File: config.mk
export PLATFORM = sky130hd
export DESIGN_NAME = clook_disk_scheduler_top
export DESIGN_NICKNAME = d
export VERILOG_FILES = /design/src/rtl/clook_pkg.sv /design/src/rtl/clook_sort.sv /design/src/rtl/clook_emit.sv /design/src/rtl/clook_disk_scheduler_top.sv
export SDC_FILE = /design/constraint.sdc
export NUM_CORES = 2
export LEC_CHECK = 0
export BUFFER_PORTS_ARGS = -buffer_cell sky130_fd_sc_hd__buf_2
export CAP_MARGIN = 5
export CORE_ASPECT_RATIO = 0.75
export CORE_MARGIN = 1.5
export CORE_UTILIZATION = 55
export CTS_CLUSTER_DIAMETER = 200
export CTS_CLUSTER_SIZE = 40
export DETAILED_ROUTE_END_ITERATION = 7
export PLACE_DENSITY = 0.74
export SLEW_MARGIN = 15
export SYNTH_ARGS = -nofsm -noshare
export SYNTH_HDL_FRONTEND = slang
export SYNTH_SLANG_ARGS = --single-unit
File: constraint.sdc
create_clock -name clk -period 5.4 [get_ports clk]
set_clock_uncertainty 0.15 [all_clocks]
set_input_delay 0.27 -clock clk [delete_from_list [all_inputs] [get_ports clk]]
set_output_delay 0.27 -clock clk [all_outputs]
set_load 0.05 [all_outputs]
File: src/rtl/clook_pkg.sv
// ============================================================================
// C-LOOK scheduler package
// Shared sizes, register indexes and inter-module records.
// ============================================================================
package clook_pkg;

  localparam int MAX_REQUESTS = 32;
  localparam int IDX_W        = $clog2(MAX_REQUESTS);
  localparam int CNT_W        = IDX_W + 1;
  localparam int CYL_W        = 16;
  localparam int SEEK_W       = 22;
  localparam int CFG_IDX_W    = 2;

  // Configuration register indexes
  localparam logic [CFG_IDX_W-1:0] REG_HEAD  = 2'd0;
  localparam logic [CFG_IDX_W-1:0] REG_SWEEP = 2'd1;

  // Write of one ranked request into the sorted store
  typedef struct packed {
    logic             we;
    logic [IDX_W-1:0] addr;
    logic [CYL_W-1:0] data;
  } sort_wr_t;

  // Start of the service sweep
  typedef struct packed {
    logic             go;
    logic [CNT_W-1:0] n;
    logic [CNT_W-1:0] split;
  } launch_t;

endpackage

File: src/rtl/clook_sort.sv
// ============================================================================
// C-LOOK request loader and ranker
// Stores the batch, then ranks each request against all others with one
// shared comparator and writes it to its sorted place.
// ============================================================================
module clook_sort import clook_pkg::*; (
  input  logic             clk,
  input  logic             rst,
  input  logic             accept,
  input  logic [CYL_W-1:0] request_cylinder,
  input  logic             last_request,
  input  logic [CYL_W-1:0] head,
  output logic             busy,
  output sort_wr_t         wr,
  output launch_t          launch
);

  localparam logic [2:0] S_LOAD  = 3'd0;
  localparam logic [2:0] S_KEY   = 3'd1;
  localparam logic [2:0] S_KEYW  = 3'd2;
  localparam logic [2:0] S_SCAN  = 3'd3;
  localparam logic [2:0] S_DRAIN = 3'd4;

  logic [2:0]       state;
  logic [CNT_W-1:0] count;
  logic [CNT_W-1:0] n;
  logic [CNT_W-1:0] split;
  logic [IDX_W-1:0] i;
  logic [IDX_W-1:0] j;
  logic [IDX_W-1:0] pidx;
  logic             pend;
  logic [IDX_W-1:0] rank;
  logic [CYL_W-1:0] key;
  logic [CYL_W-1:0] rd_data;
  logic [IDX_W-1:0] rd_addr;
  logic [CYL_W-1:0] store [MAX_REQUESTS];

  logic [CYL_W-1:0] opb;
  logic             lt;
  logic             eq;
  logic             inc;
  logic             full;
  logic             j_end;
  logic             i_end;
  logic [IDX_W-1:0] rank_fin;

  // Shared comparator: head during key fetch, key during scan
  assign opb      = (state == S_KEYW) ? head : key;
  assign lt       = rd_data < opb;
  assign eq       = rd_data == key;
  assign inc      = pend && (lt || (eq && (pidx < i)));
  assign full     = count == CNT_W'(MAX_REQUESTS);
  assign j_end    = {1'b0, j} == n - CNT_W'(1);
  assign i_end    = {1'b0, i} == n - CNT_W'(1);
  assign rank_fin = rank + IDX_W'(inc);
  assign rd_addr  = (state == S_SCAN) ? j : i;
  assign busy     = state != S_LOAD;

  // Drive the sorted-store write and the sweep launch
  always_comb begin
    wr.we        = state == S_DRAIN;
    wr.addr      = rank_fin;
    wr.data      = key;
    launch.go    = (state == S_DRAIN) && i_end;
    launch.n     = n;
    launch.split = split;
  end

  // Request store: one write port, registered read
  always_ff @(posedge clk) begin
    if (accept && !full) begin
      store[count[IDX_W-1:0]] <= request_cylinder;
    end
    rd_data <= store[rd_addr];
  end

  // Sequencer
  always_ff @(posedge clk) begin
    if (rst) begin
      state <= S_LOAD;
      count <= '0;
      pend  <= 1'b0;
    end else begin
      unique case (state)
        S_LOAD: begin
          if (accept) begin
            if (last_request) begin
              n     <= full ? count : count + CNT_W'(1);
              count <= '0;
              i     <= '0;
              split <= '0;
              state <= S_KEY;
            end else if (!full) begin
              count <= count + CNT_W'(1);
            end
          end
        end
        S_KEY: begin
          state <= S_KEYW;
        end
        S_KEYW: begin
          key   <= rd_data;
          split <= split + CNT_W'(lt);
          j     <= '0;
          rank  <= '0;
          pend  <= 1'b0;
          state <= S_SCAN;
        end
        S_SCAN: begin
          pend <= 1'b1;
          pidx <= j;
          if (inc) begin
            rank <= rank + IDX_W'(1);
          end
          if (j_end) begin
            state <= S_DRAIN;
          end else begin
            j <= j + IDX_W'(1);
          end
        end
        S_DRAIN: begin
          pend <= 1'b0;
          if (i_end) begin
            state <= S_LOAD;
          end else begin
            i     <= i + IDX_W'(1);
            state <= S_KEY;
          end
        end
        default: begin
          state <= S_LOAD;
        end
      endcase
    end
  end

endmodule

File: src/rtl/clook_emit.sv
// ============================================================================
// C-LOOK service sweep
// Walks the sorted store in C-LOOK order and accumulates head travel through
// a three-stage read, distance and sum pipeline.
// ============================================================================
module clook_emit import clook_pkg::*; (
  input  logic              clk,
  input  logic              rst,
  input  sort_wr_t          wr,
  input  launch_t           launch,
  input  logic [CYL_W-1:0]  head,
  input  logic              sweep_down,
  output logic              active,
  output logic              result_valid,
  output logic [CYL_W-1:0]  served_cylinder,
  output logic [SEEK_W-1:0] seek_so_far,
  output logic              after_wrap,
  output logic              last_result
);

  logic [CYL_W-1:0] sorted [MAX_REQUESTS];

  logic             run;
  logic [IDX_W-1:0] k;
  logic [CNT_W-1:0] n;
  logic [CNT_W-1:0] split;
  logic [CYL_W-1:0] rd_data;
  logic             va, wrap_a, last_a;
  logic             vb, wrap_b, last_b;
  logic [CYL_W-1:0] cyl_b;
  logic [CYL_W-1:0] diff_b;
  logic [CYL_W-1:0] cur;

  logic [CNT_W:0]   t_up;
  logic [CNT_W:0]   t_dn;
  logic [IDX_W-1:0] idx;
  logic             wrap_k;
  logic             last_k;
  logic [SEEK_W:0]  sum;

  // Service index for step k of the sweep
  always_comb begin
    t_up = {1'b0, split} + (CNT_W+1)'(k);
    if (t_up >= {1'b0, n}) begin
      t_up = t_up - {1'b0, n};
    end
    if ({1'b0, k} < split) begin
      t_dn = {1'b0, split} - (CNT_W+1)'(1) - (CNT_W+1)'(k);
    end else begin
      t_dn = {1'b0, n} + {1'b0, split} - (CNT_W+1)'(1) - (CNT_W+1)'(k);
    end
    idx    = sweep_down ? t_dn[IDX_W-1:0] : t_up[IDX_W-1:0];
    wrap_k = sweep_down ? ({1'b0, k} == split) : ({1'b0, k} == n - split);
    last_k = {1'b0, k} == n - CNT_W'(1);
  end

  assign sum    = {1'b0, seek_so_far} + (SEEK_W+1)'(diff_b);
  assign active = run || va || vb;

  // Sorted store: ranked write, registered read
  always_ff @(posedge clk) begin
    if (wr.we) begin
      sorted[wr.addr] <= wr.data;
    end
    rd_data <= sorted[idx];
  end

  // Step counter and pipeline control
  always_ff @(posedge clk) begin
    if (rst) begin
      run          <= 1'b0;
      va           <= 1'b0;
      vb           <= 1'b0;
      result_valid <= 1'b0;
    end else begin
      if (launch.go) begin
        run   <= 1'b1;
        k     <= '0;
        n     <= launch.n;
        split <= launch.split;
      end else if (run) begin
        k <= k + IDX_W'(1);
        if (last_k) begin
          run <= 1'b0;
        end
      end
      va           <= run;
      vb           <= va;
      result_valid <= vb;
    end
  end

  // Distance stage: advance the head position
  always_ff @(posedge clk) begin
    wrap_a <= wrap_k;
    last_a <= last_k;
    if (launch.go) begin
      cur <= head;
    end else if (va) begin
      diff_b <= (rd_data > cur) ? rd_data - cur : cur - rd_data;
      cur    <= rd_data;
      cyl_b  <= rd_data;
      wrap_b <= wrap_a;
      last_b <= last_a;
    end
  end

  // Sum stage: accumulate travel, saturate at full scale
  always_ff @(posedge clk) begin
    if (launch.go) begin
      seek_so_far <= '0;
    end else if (vb) begin
      seek_so_far     <= sum[SEEK_W] ? '1 : sum[SEEK_W-1:0];
      served_cylinder <= cyl_b;
      after_wrap      <= wrap_b;
      last_result     <= last_b;
    end
  end

endmodule

File: src/rtl/clook_disk_scheduler_top.sv
// ============================================================================
// C-LOOK disk scheduler top level
// Loads a batch of cylinder requests and emits the C-LOOK service order.
// ============================================================================
//
// Channel   Handshake                  Payload
// request   start / busy               request_cylinder, last_request
// config    cfg_valid / cfg_ready      cfg_index, cfg_data
// result    result_valid (strobe)      served_cylinder, seek_so_far,
//                                      after_wrap, last_result
//
// A request without the last mark leaves busy low. On the last mark the
// ranking loop orders a batch of n requests with one comparator and one
// store read port, then results stream one per cycle through the read,
// distance and sum pipeline registers. busy stays high until the sweep's
// final result is on the ports. Reset is synchronous and clears the batch
// count and the registers; results cannot be stalled.
//
module clook_disk_scheduler_top import clook_pkg::*; (
  input  logic                 clk,
  input  logic                 rst,
  input  logic                 start,
  output logic                 busy,
  input  logic [CYL_W-1:0]     request_cylinder,
  input  logic                 last_request,
  input  logic                 cfg_valid,
  output logic                 cfg_ready,
  input  logic [CFG_IDX_W-1:0] cfg_index,
  input  logic [CYL_W-1:0]     cfg_data,
  output logic                 result_valid,
  output logic [CYL_W-1:0]     served_cylinder,
  output logic [SEEK_W-1:0]    seek_so_far,
  output logic                 after_wrap,
  output logic                 last_result
);

  logic [CYL_W-1:0] head_position;
  logic             sweep_down;
  logic             sort_busy;
  logic             emit_active;
  logic             accept;
  sort_wr_t         wr;
  launch_t          launch;

  assign cfg_ready = 1'b1;
  assign busy      = sort_busy || emit_active;
  assign accept    = start && !busy;

  // Configuration registers; unknown indexes drop
  always_ff @(posedge clk) begin
    if (rst) begin
      head_position <= '0;
      sweep_down    <= 1'b0;
    end else if (cfg_valid && cfg_ready) begin
      unique case (cfg_index)
        REG_HEAD:  head_position <= cfg_data;
        REG_SWEEP: sweep_down    <= cfg_data[0];
        default:   ;
      endcase
    end
  end

  clook_sort u_sort (
    .clk              (clk),
    .rst              (rst),
    .accept           (accept),
    .request_cylinder (request_cylinder),
    .last_request     (last_request),
    .head             (head_position),
    .busy             (sort_busy),
    .wr               (wr),
    .launch           (launch)
  );

  clook_emit u_emit (
    .clk             (clk),
    .rst             (rst),
    .wr              (wr),
    .launch          (launch),
    .head            (head_position),
    .sweep_down      (sweep_down),
    .active          (emit_active),
    .result_valid    (result_valid),
    .served_cylinder (served_cylinder),
    .seek_so_far     (seek_so_far),
    .after_wrap      (after_wrap),
    .last_result     (last_result)
  );

endmodule

==> results_dict.tcl <==
set metrics [dict create \
    path_max_fanout 29 \
    synth_ff_type "edfxtp_1" \
    syn-num-nets 3658 \
    ioPinCount 82 \
    muxShareOfSynthArea_pct 7.50 \
    grt_pass1_vias 29800 \
    cts_buffers 37 \
    critPathSlowestCell "or4_1" \
    worstPathCellList "ha_1 > inv_1 > fa_1 > o21bai_4 > a21oi_4 > xnor2_1 > ha_1 > o211ai_1 > a21o_1 > and3_1 > nor3_4 > buf_4 > buf_6 > a211oi_4 > buf_4 > nor3b_1 > or4_1 > or4_1" \
    dp_hpwl_um 87000 \
    outcome "finished clean" \
    yosysUniqueCellTypes 75 \
    p_total_mw 16.6 \
    dr.pass1.iters 6 \
    synth-compound-area-share_pct 8.03 \
    ys_warn_count 0 \
    cp.buffers_inverters 4 \
    hp-start "cfg_index[1]" \
    clk_latency_ns 0.68 \
    yosys.area_share.simple_pct 8.15 \
    cp_top_family "simple AND/OR/NAND/NOR gates" \
    nFillCells 6959 \
    grt_max_degree 129 \
    hold_path.class "in -> reg" \
    pwr_density_cell_mw_per_mm2 290 \
    slew_headroom_pct 25.8 \
    synth_seq_area_share_pct 69.4 \
    vias 31400 \
    netlist_area_mm2 0.0525 \
    worstReg2RegStart "u_emit.split[0]" \
    start_util_pct 55.9 \
    rr_worst_depth 18 \
    path_depth 18 \
    dpl_worst_slack_ns 0.0998 \
    wire_per_inst_um 27.3 \
    max_freq_ghz 0.192 \
    area_delta_synth_final_pct 8.71 \
    dieWidth_um 360 \
    die_area_mm2 0.0974 \
    dieHeight_um 271 \
    setup.worst_path.end_class "register" \
    crit_arrival_ns 5.61 \
    drv_cap 0 \
    nets 3811 \
    period_needed_ns 5.20 \
    cts_root_buffer "clkbuf_16" \
    h-tree-depth 2 \
    synth-async-reset-ratio_pct 0 \
    place_congestion 0.924 \
    peakVddDrop_mv 0.290 \
    synth.avg_cell_area_um2 15.0 \
    numPortBuffers 80 \
    grt_usage_pct 27.0 \
    max_stage_delay_ns 0.61 \
    yosys-top-cells-area "edfxtp_1, mux4_2, dfxtp_1, nand2_1, ha_1" \
    grt_antenna_before_repair 7 \
    synth_cells 3499 \
    yosysMostFrequentCell "edfxtp_1" \
    finalHoldViolCount 0 \
    hold_path_depth 5 \
    ff_latch_area_mm2 0.0365 \
    grt_pass1_wl_um 195000 \
    drive_gt1_share_pct 14.3 \
    finalSetupViolCount 0 \
    yosys-top-cells-count "edfxtp_1, nand2_1, a21oi_1" \
    yosysTopAreaCellShare_pct 66.1 \
    dr.first_iter.drc_count 4444 \
    worstMarginPinSlew_ns 1.11 \
    p_leak_nw 19.5 \
    cts_buffer_depth 3 \
    maxSlewViolCount 0 \
    cts.clk_slew.worst_paths_ns 0.17 \
    synth-xor-area-share_pct 1.60 \
    wirelength_um 134000 \
    remaining_drc_errors 0 \
    worst_slack_ns 0.200 \
    synth_largest_area_cell "edfxtp_1" \
    synth_fa_ha_area_share_pct 3.03 \
    worst-setup-path-type "reg -> reg" \
    fin_crit_sh_pct 96.3 \
    synth_top_family_by_area "simple AND/OR/NAND/NOR gates" \
    cp-start-kind "register" \
    ant_nets 0 \
    synth_seq_cells 1244 \
    core_area_mm2 0.0941 \
    synth_edf_count 1157 \
    multiInputGateArea_mm2 0.0152 \
    cts_tree "yes" \
    required_ns 5.81 \
    grt_remaining_overflow 0 \
    row_count 97 \
    tns_ns 0 \
    viasPerCell 6.38 \
    cts.sinks 1244 \
    cp-startpoint "u_emit.split[0]" \
]
placed cells by master, fill, tap and decap left out, types with 46 or more instances in the layout:
cell	instances
xnor2_1	51
nand3_1	114
a211oi_1	46
dfxtp_1	87
edfxtp_1	1157
nor2_1	133
o21ai_0	76
nand2_1	386
inv_1	104
buf_4	176
and2_1	53
mux4_2	128
buf_2	80
ha_1	108
a21oi_1	157
mux2i_1	78
a221oi_1	79
kinds of logic (layout without fill, tap and decap cells):
group	Yosys count	count (layout)
buffers and inverters	300	478
other	1	3
adder cells (fa/ha/maj)	120	120
multiplexers	231	231
XOR/XNOR	96	96
AND/OR/NAND/NOR	908	911
AO/OA/AOI/OAI	599	599
flip-flops	1244	1244
per-stage QoR:
step           utilization (%)  instance area, um^2  hold WS, ns  instances
3_3_place_gp              59.1                55600        0.253       4816
6_report                  60.7                57100       0.0304       4919
3_5_place_dp              59.1                55600        0.256       4816
5_1_grt                   60.7                57100       0.0400       4917
2_1_floorplan                -                52600        0.219       3499
4_1_cts                   60.5                56900     0.000385       4908
routing by layer:
metal | routed length, um | global-route usage, %
met5 | 13 | 0
met4 | 2550 | 4.94
met3 | 16700 | 7.05
met2 | 59100 | 39.8
met1 | 55900 | 40.9
worst min-delay path: cells and delay by family:
| family | cells | cell delay (ns) |
|---|---|---|
| buffers and inverters | 2 | 0.30 |
| AND/OR/NAND/NOR | 2 | 0.18 |
| AO/OA/AOI/OAI | 1 | 0.07 |
report_power, final:
group / total (mW) / internal (mW) / leakage, nW / switching [mW]
logic: 1.72 / 0.637 / 7.90 / 1.09
registers: 10.8 / 10.6 / 11.1 / 0.131
clock network: 4.08 / 1.35 / 0.508 / 2.73
total: 16.6 / 12.6 / 19.5 / 3.94
worst paths after layout:
| kind | to | slack, ns |
|---|---|---|
| worst min register to register | u_emit.served_cylinder[9] | 0.28 |
| worst min-delay path | head_position[2] | 0.03 |
| worst max register to register | u_emit.rd_data[2] | 0.20 |
| worst max-delay path | u_emit.rd_data[2] | 0.20 |
timing repair:
| item | 4_1_cts | 5_1_grt |
|---|---|---|
| endpoints found under the setup margin | 0 | 47 |
| hold buffers | 25 | 0 |
| buffers inserted | 0 | 5 |
| resized for setup | 0 | 33 |
| endpoints found under the hold margin | 24 | 0 |
layout make-up:
cell class	instances	share of cell area (%)
flip-flops and latches	1244	63.9
multi-input cells	1958	26.6
repair buffers	305	4.24
well taps	1237	2.71
clock buffers	64	1.80
inverters	106	0.696
clock inverters	3	0.0832
diodes	2	0.00876
(Power assumes the default switching activity.)
